$ cat src/design/mplr_pkg.sv
// Shared widths, codes and types of the midpoint line rasterizer.
`default_nettype none

package mplr_pkg;

    // Width of one centred coordinate.
    localparam int COORD_BITS  = 11;
    // A difference of two coordinates needs one more bit.
    localparam int DELTA_BITS  = COORD_BITS + 1;
    // The decision value ranges over about four times the major length.
    localparam int DEC_BITS    = COORD_BITS + 4;
    localparam int SCREEN_BITS = 12;
    localparam int REG_BITS    = 12;
    localparam int COLOUR_BITS = 4;
    localparam int SUM_BITS    = (COORD_BITS > SCREEN_BITS) ? COORD_BITS : SCREEN_BITS;

    localparam int S_TDATA_RAW  = 4 * COORD_BITS + COLOUR_BITS;
    localparam int S_TDATA_BITS = ((S_TDATA_RAW + 7) / 8) * 8;
    localparam int M_TDATA_RAW  = 2 * SCREEN_BITS + COLOUR_BITS;
    localparam int M_TDATA_BITS = ((M_TDATA_RAW + 7) / 8) * 8;

    localparam int REG_INDEX_BITS = 1;
    localparam logic [REG_INDEX_BITS-1:0] REG_SCREEN_WIDTH  = 1'b0;
    localparam logic [REG_INDEX_BITS-1:0] REG_SCREEN_HEIGHT = 1'b1;

    localparam logic [REG_BITS-1:0] SCREEN_WIDTH_RESET  = 12'd640;
    localparam logic [REG_BITS-1:0] SCREEN_HEIGHT_RESET = 12'd480;

    typedef enum logic {
        MODE_START   = 1'b0,
        MODE_ADVANCE = 1'b1
    } mode_t;

    typedef enum logic [2:0] {
        OCT_ONE   = 3'd0,
        OCT_TWO   = 3'd1,
        OCT_THREE = 3'd2,
        OCT_FOUR  = 3'd3,
        OCT_FIVE  = 3'd4,
        OCT_SIX   = 3'd5,
        OCT_SEVEN = 3'd6,
        OCT_EIGHT = 3'd7
    } octant_t;

    typedef logic signed [COORD_BITS-1:0]  coord_t;
    typedef logic signed [DELTA_BITS-1:0]  delta_t;
    typedef logic signed [DEC_BITS-1:0]    decision_t;
    typedef logic signed [SCREEN_BITS-1:0] screen_t;
    typedef logic [COLOUR_BITS-1:0]        colour_t;

    typedef struct packed {
        coord_t  start_x;
        coord_t  start_y;
        coord_t  end_x;
        coord_t  end_y;
        colour_t colour;
    } line_cmd_t;

    typedef struct packed {
        logic      active;
        octant_t   octant;
        coord_t    cur_x;
        coord_t    cur_y;
        coord_t    stop_x;
        coord_t    stop_y;
        delta_t    delta_x;
        delta_t    delta_y;
        decision_t decision;
        colour_t   line_colour;
    } line_state_t;

    typedef struct packed {
        screen_t screen_x;
        screen_t screen_y;
        colour_t pixel_colour;
        logic    last;
    } pixel_t;

endpackage

`default_nettype wire

$ cat src/design/midpoint_line_rasterizer_unit.sv
// Top level of the eight-octant midpoint line rasterizer.
//
//  Channel  Direction  Signals                          Carries
//  s_       in         s_tvalid s_tready s_tdata s_tuser line command (start or advance)
//  m_       out        m_tvalid m_tready m_tdata m_tlast one screen pixel
//  cfg_     in         cfg_we cfg_index cfg_wdata       screen width and height
//
// Each accepted command passes through one short step of adds and compares fed by the
// line state registers, and any pixel it yields is registered in the main or skid register.
// A two-entry output (main register plus skid register) lets a command be taken
// while a pixel still waits; s_tready drops only while the skid register is full.
// aresetn is synchronous and active low; it idles the line and empties the output.
// The screen size registers reset to 640 by 480.
`default_nettype none

module midpoint_line_rasterizer_unit (
    input  wire                                     aclk,
    input  wire                                     aresetn,
    // s_tdata, lowest bit first: start_x, start_y, end_x, end_y, colour, zero fill
    input  wire                                     s_tvalid,
    output logic                                    s_tready,
    input  wire [mplr_pkg::S_TDATA_BITS-1:0]        s_tdata,
    // s_tuser: mode (0 start a line, 1 advance one pixel)
    input  wire                                     s_tuser,
    // m_tdata, lowest bit first: screen_x, screen_y, pixel_colour, zero fill
    output logic                                    m_tvalid,
    input  wire                                     m_tready,
    output logic [mplr_pkg::M_TDATA_BITS-1:0]       m_tdata,
    output logic                                    m_tlast,
    input  wire                                     cfg_we,
    input  wire [mplr_pkg::REG_INDEX_BITS-1:0]      cfg_index,
    input  wire [mplr_pkg::REG_BITS-1:0]            cfg_wdata
);
    import mplr_pkg::*;

    logic [REG_BITS-1:0] width_reg, height_reg;

    line_state_t state_reg, state_next;
    line_cmd_t   cmd;
    pixel_t      step_pixel;
    logic        step_has_result;

    pixel_t out_reg, out_next;
    pixel_t skid_reg, skid_next;
    logic   out_valid_reg, out_valid_next;
    logic   skid_valid_reg, skid_valid_next;

    logic   accept;
    logic   produce;

    // The input payload packs the four endpoints and the colour from bit zero upward.
    assign cmd = '{
        start_x: s_tdata[COORD_BITS-1:0],
        start_y: s_tdata[2*COORD_BITS-1:COORD_BITS],
        end_x:   s_tdata[3*COORD_BITS-1:2*COORD_BITS],
        end_y:   s_tdata[4*COORD_BITS-1:3*COORD_BITS],
        colour:  s_tdata[4*COORD_BITS+COLOUR_BITS-1:4*COORD_BITS]
    };

    assign s_tready = ~skid_valid_reg;
    assign accept   = s_tvalid & s_tready;
    assign produce  = accept & step_has_result;

    mplr_step u_step (
        .mode          (s_tuser),
        .cmd           (cmd),
        .state         (state_reg),
        .screen_width  (width_reg),
        .screen_height (height_reg),
        .state_next    (state_next),
        .has_result    (step_has_result),
        .pixel         (step_pixel)
    );

    // Configuration writes; an index with no register behind it is dropped.
    always_ff @(posedge aclk) begin
        if (!aresetn) begin
            width_reg  <= SCREEN_WIDTH_RESET;
            height_reg <= SCREEN_HEIGHT_RESET;
        end else if (cfg_we) begin
            case (cfg_index)
                REG_SCREEN_WIDTH:  width_reg  <= cfg_wdata;
                REG_SCREEN_HEIGHT: height_reg <= cfg_wdata;
                default: begin
                    width_reg <= width_reg;
                end
            endcase
        end
    end

    // Line state: all fields clear on reset, which leaves the block idle.
    always_ff @(posedge aclk) begin
        if (!aresetn) begin
            state_reg <= '0;
        end else if (accept) begin
            state_reg <= state_next;
        end
    end

    // Output register with skid: a new pixel goes to the main register when it is
    // free or being emptied in this cycle, and is parked in the skid register otherwise.
    always_comb begin
        out_next        = out_reg;
        skid_next       = skid_reg;
        out_valid_next  = out_valid_reg;
        skid_valid_next = skid_valid_reg;
        if (skid_valid_reg) begin
            if (m_tready) begin
                out_next        = skid_reg;
                skid_valid_next = 1'b0;
            end
        end else if (produce) begin
            if (!out_valid_reg || m_tready) begin
                out_next       = step_pixel;
                out_valid_next = 1'b1;
            end else begin
                skid_next       = step_pixel;
                skid_valid_next = 1'b1;
            end
        end else if (m_tready) begin
            out_valid_next = 1'b0;
        end
    end

    always_ff @(posedge aclk) begin
        if (!aresetn) begin
            out_valid_reg  <= 1'b0;
            skid_valid_reg <= 1'b0;
        end else begin
            out_valid_reg  <= out_valid_next;
            skid_valid_reg <= skid_valid_next;
        end
    end

    always_ff @(posedge aclk) begin
        out_reg  <= out_next;
        skid_reg <= skid_next;
    end

    assign m_tvalid = out_valid_reg;
    assign m_tlast  = out_reg.last;
    assign m_tdata  = {{(M_TDATA_BITS - M_TDATA_RAW){1'b0}}, out_reg.pixel_colour,
                       out_reg.screen_y, out_reg.screen_x};

    // The skid register is only ever filled behind a full main register.
    a_skid_behind_main: assert property (@(posedge aclk) disable iff (!aresetn)
        skid_valid_reg |-> out_valid_reg)
        else $error("skid register holds a pixel while the main register is empty");

    // A pixel produced against a stalled, full output must be parked, not lost.
    a_pixel_parked: assert property (@(posedge aclk) disable iff (!aresetn)
        (produce && out_valid_reg && !m_tready) |=> skid_valid_reg)
        else $error("pixel produced under a stall was not parked");

    // An advance while idle leaves the line state alone.
    a_idle_advance: assert property (@(posedge aclk) disable iff (!aresetn)
        (accept && s_tuser == MODE_ADVANCE && !state_reg.active)
        |=> ($stable(state_reg.cur_x) && $stable(state_reg.cur_y) && !state_reg.active))
        else $error("advance while idle changed the line state");

    // A pixel marked last always ends the line.
    a_last_ends_line: assert property (@(posedge aclk) disable iff (!aresetn)
        (produce && step_pixel.last) |=> !state_reg.active)
        else $error("line still active after its last pixel");

endmodule

`default_nettype wire

$ cat src/design/mplr_step.sv
// One rasterizer step: octant setup on a start, one midpoint step on an advance.
`default_nettype none

module mplr_step (
    input  wire                          mode,
    input  mplr_pkg::line_cmd_t          cmd,
    input  mplr_pkg::line_state_t        state,
    input  wire [mplr_pkg::REG_BITS-1:0] screen_width,
    input  wire [mplr_pkg::REG_BITS-1:0] screen_height,
    output mplr_pkg::line_state_t        state_next,
    output logic                         has_result,
    output mplr_pkg::pixel_t             pixel
);
    import mplr_pkg::*;

    function automatic logic major_is_x(input octant_t o);
        major_is_x = (o == OCT_ONE) || (o == OCT_FOUR) || (o == OCT_FIVE) || (o == OCT_EIGHT);
    endfunction

    function automatic delta_t mag(input delta_t v);
        mag = (v < 0) ? -v : v;
    endfunction

    delta_t    dx, dy, adx, ady;
    delta_t    setup_a, setup_b;
    octant_t   oct;
    logic      oct_valid;
    logic      setup_mx;

    delta_t    run_a, run_b;
    logic      run_mx;
    logic      minor_step;
    coord_t    step_x, step_y;
    decision_t dec_step;
    logic      at_end;

    coord_t    pix_x, pix_y;
    logic signed [SUM_BITS-1:0] ext_x, ext_y, half_w, half_h;

    // Octant selection, tested in the fixed order of the eight octants.
    always_comb begin
        dx  = DELTA_BITS'(cmd.end_x) - DELTA_BITS'(cmd.start_x);
        dy  = DELTA_BITS'(cmd.end_y) - DELTA_BITS'(cmd.start_y);
        adx = mag(dx);
        ady = mag(dy);
        oct_valid = 1'b1;
        if (dx >= dy && dx > 0 && dy >= 0) begin
            oct = OCT_ONE;
        end else if (dy >= dx && dx >= 0 && dy > 0) begin
            oct = OCT_TWO;
        end else if (dy >= adx && dx <= 0 && dy > 0) begin
            oct = OCT_THREE;
        end else if (adx >= dy && dx < 0 && dy >= 0) begin
            oct = OCT_FOUR;
        end else if (adx >= ady && dx < 0 && dy <= 0) begin
            oct = OCT_FIVE;
        end else if (ady >= adx && dx <= 0 && dy < 0) begin
            oct = OCT_SIX;
        end else if (ady >= dx && dx >= 0 && dy < 0) begin
            oct = OCT_SEVEN;
        end else if (dx >= dy && dx > 0 && dy <= 0) begin
            oct = OCT_EIGHT;
        end else begin
            oct       = OCT_ONE;
            oct_valid = 1'b0;
        end
        setup_mx = major_is_x(oct);
        setup_a  = setup_mx ? adx : ady;
        setup_b  = setup_mx ? ady : adx;
    end

    // Midpoint step along the major axis of the stored line.
    always_comb begin
        run_mx     = major_is_x(state.octant);
        run_a      = run_mx ? mag(state.delta_x) : mag(state.delta_y);
        run_b      = run_mx ? mag(state.delta_y) : mag(state.delta_x);
        minor_step = ~state.decision[DEC_BITS-1];
        dec_step   = state.decision + DEC_BITS'(run_b) + DEC_BITS'(run_b);
        if (minor_step) begin
            dec_step = dec_step - DEC_BITS'(run_a) - DEC_BITS'(run_a);
        end
        step_x = state.cur_x;
        step_y = state.cur_y;
        if (run_mx || minor_step) begin
            step_x = state.cur_x + ((state.delta_x < 0) ? '1 : COORD_BITS'(1));
        end
        if (!run_mx || minor_step) begin
            step_y = state.cur_y + ((state.delta_y < 0) ? '1 : COORD_BITS'(1));
        end
        at_end = run_mx ? (step_x == state.stop_x) : (step_y == state.stop_y);
    end

    always_comb begin
        state_next = state;
        has_result = 1'b0;
        pix_x      = cmd.start_x;
        pix_y      = cmd.start_y;
        pixel.pixel_colour = state.line_colour;
        pixel.last         = 1'b0;
        case (mode)
            MODE_START: begin
                if (oct_valid) begin
                    has_result             = 1'b1;
                    state_next.active      = 1'b1;
                    state_next.octant      = oct;
                    state_next.cur_x       = cmd.start_x;
                    state_next.cur_y       = cmd.start_y;
                    state_next.stop_x      = cmd.end_x;
                    state_next.stop_y      = cmd.end_y;
                    state_next.delta_x     = dx;
                    state_next.delta_y     = dy;
                    state_next.line_colour = cmd.colour;
                    state_next.decision    = DEC_BITS'(setup_b) + DEC_BITS'(setup_b)
                                             - DEC_BITS'(setup_a);
                end else begin
                    state_next.active = 1'b0;
                end
                pixel.pixel_colour = cmd.colour;
            end
            MODE_ADVANCE: begin
                if (state.active) begin
                    has_result          = 1'b1;
                    state_next.cur_x    = step_x;
                    state_next.cur_y    = step_y;
                    state_next.decision = dec_step;
                    state_next.active   = ~at_end;
                    pixel.last          = at_end;
                end
                pix_x = step_x;
                pix_y = step_y;
            end
            default: begin
                state_next = state;
            end
        endcase
        // Translation to screen coordinates, wrapping at twelve bits.
        ext_x  = SUM_BITS'(pix_x);
        ext_y  = SUM_BITS'(pix_y);
        half_w = SUM_BITS'({1'b0, screen_width[REG_BITS-1:1]});
        half_h = SUM_BITS'({1'b0, screen_height[REG_BITS-1:1]});
        pixel.screen_x = SCREEN_BITS'(ext_x + half_w);
        pixel.screen_y = SCREEN_BITS'(half_h - ext_y);
    end

endmodule

`default_nettype wire
$ cat config.mk
export PLATFORM = sky130hd
export DESIGN_NAME = midpoint_line_rasterizer_unit
export DESIGN_NICKNAME = d
export VERILOG_FILES = /design/src/design/mplr_pkg.sv /design/src/design/midpoint_line_rasterizer_unit.sv /design/src/design/mplr_step.sv
export SDC_FILE = /design/constraint.sdc
export NUM_CORES = 1
export LEC_CHECK = 0
export ABC_AREA = 0
export BUFFER_PORTS_ARGS = -buffer_cell sky130_fd_sc_hd__buf_4
export CORE_MARGIN = 4
export CORE_UTILIZATION = 63
export DETAILED_ROUTE_END_ITERATION = 12
export HOLD_SLACK_MARGIN = 0.15
export PLACE_DENSITY = 0.82
export SYNTH_ARGS = -nofsm -noshare
export SYNTH_HDL_FRONTEND = slang
export SYNTH_HIERARCHICAL = 1
export SYNTH_SLANG_ARGS = --single-unit
$ cat constraint.sdc
create_clock -name aclk -period 10.42 [get_ports aclk]
set_input_delay 0.521 -clock aclk [delete_from_list [all_inputs] [get_ports aclk]]
set_output_delay 0.521 -clock aclk [all_outputs]
set_load 0.01 [all_outputs]
==> flow_summary.yaml <==
global_routing:
  grt_start_max_net_pins: 90
  grt_pass1_vias: 13900
  gr-total-overflow: 0
  grt_usage: 0.311
  antenna_found_initial: 0
  grt_pass1_wl_um: 71200
flow_run:
  maxCapViolations: 0
sta:
  finalSetupTns_ns: 0
  fin_crit_sh: 0.881
  hold_viol_final: 0
  skew_ns: 0.0284
  grt_setup_unrepaired: "false"
  tightest_slew_ns: 1.13
  setup_ws_ns: 1.24
  min_period_ns: 9.18
  max_clock_freq_mhz: 109
  finalSetupViolations: 0
  relSlewSlack: 0.250
  maxSlewViolCount: 0
finish:
  largest_register_ffs: 89
  final_area_sq_mm: 0.0173
  drive_gt1_frac: 0.111
  nNetsFinal: 2316
  nFillCells: 2023
  area_growth_pct: 8.47
clock_network:
  cts.htree.levels: 4
  clockBufferDepth: 2
  cts_sinks: 171
  cts_buffers: 17
  cts.repair.resized: 0
  clockRootBuffer: "clkbuf_16"
  clock_latency_ns: 0.45
  postCtsSetupRepairBufs: 0
  clk_pin_slew_ns: 0.08
  holdBufCountCts: 0
  cts_tree: "yes"
floorplan:
  core_area_sq_mm: 0.0246
  dieArea_sq_mm: 0.0279
  row_count: 57
  fp.dieW_um: 167
  start_util: 0.647
  die_y_um: 167
  io-pin-count: 102
worst_setup_path:
  max_stage_delay_ns: 0.52
  path_class: "in2reg"
  required_ns: 10.74
  cp-end-kind: "register"
  crit_path_max_fanout: 31
  startpoint_type: "input pin"
  arrival_ns: 9.51
  reg2regPathDepth: 26
  crit_top_cell: "a21oi_1"
  slowest_stage: "or4b_1"
detailed_routing:
  drt_iter0_markers: 1493
  ant_nets: 0
  firstDrtPassIters: 5
  drc_errors: 0
  wire_per_inst_um: 18.6
  wirelength_um: 45200
  viasPerCell: 6.12
  vias: 14900
logic_synthesis:
  synth_cells: 2060
  yosys_warnings: 6
  netlist_area_sq_mm: 0.0159
  avgSynthCellArea_sq_um: 7.72
worst_hold_path:
  hold_path_class: "in2reg"
  min_path_cells: 2
placed_design:
  dp_slack_ns: 1.10
  dp_hpwl_um: 33100
  place.gp.congestion: 0.984
  io_buffers: 96
  post_dp_cell_area_sq_mm: 0.0167
run_status:
  status: "finished, final reports clean"
power:
  finalPower_w: 0.00421
  leakage_nw: 7.45
  p_per_area_mw_per_mm2: 244
  ir_worst_vdd_mv: 0.390
critical path: cells and delay by family:
family | cells | cell delay (ns)
AO/OA/AOI/OAI | 24 | 4.49
AND/OR/NAND/NOR | 8 | 1.38
buffers and inverters | 4 | 0.98
adder cells (fa/ha/maj) | 3 | 0.98
XOR/XNOR | 3 | 1.16
final timing paths:
path	from	endpoint	slack, ns
min reg2reg	state_reg[1]	state_reg[1]	0.47
max reg2reg	state_reg[87]	state_reg[18]	5.08
min	m_tready	skid_valid_reg	0.29
max	s_tdata[2]	state_reg[16]	1.24
per-layer routing:
layer  global-route usage  vias to the layer above  wire length (um)
li1                     -                     7223                 -
met1                0.426                     6978             19500
met2                0.519                      596             21000
met3               0.0389                       79              3580
met4               0.0932                        0              1130
met5                    0                        -                 0
cell type report:
| cell class | instances | area [sq um] | area share |
|---|---|---|---|
| diodes | 1 | 2.50 | 0.000145 |
| clock buffers | 17 | 425 | 0.0246 |
| clock inverters | 15 | 155 | 0.00899 |
| inverters | 110 | 413 | 0.0239 |
| multi-input cells | 1675 | 11000 | 0.636 |
| flip-flops and latches | 171 | 4010 | 0.232 |
| well taps | 324 | 405 | 0.0235 |
| repair buffers | 116 | 871 | 0.0505 |
report_power, final:
part           internal [W]  leakage, nW  switching, W  total [W]
logic               0.00109         5.71       0.00162    0.00270
registers          0.000794         1.46     0.0000668   0.000861
clock network      0.000321        0.284      0.000328   0.000649
total               0.00220         7.45       0.00201    0.00421
cell usage in the layout, fill, tap and decap left out, types with 11 or more instances in the layout:
cell type  instances
nand2_1          458
ha_1             150
o21ai_0          148
a21oi_1          128
buf_4            116
dfxtp_1          112
inv_1            107
nor2_1           101
a21boi_1          88
xnor2_1           81
edfxtp_1          58
xor2_1            50
mux2_2            45
a21o_1            34
a211oi_1          34
a21boi_0          29
nor2b_1           25
nand2b_1          25
nand3_1           24
mux2i_1           21
clkbuf_16         17
o21bai_1          17
o21a_1            16
or3_1             16
nor3_1            14
nand4_1           13
and2_1            11
o21ai_1           11
stage by stage:
step	utilization	hold slack [ns]	std cells
finish	0.702	0.285	2429
global route	0.701	0.287	2428
CTS	0.701	0.277	2428
detailed placement	0.678	0.455	2396
global placement	0.678	0.450	2396
floorplan	-	0.434	2063
(Power assumes the default switching activity.)
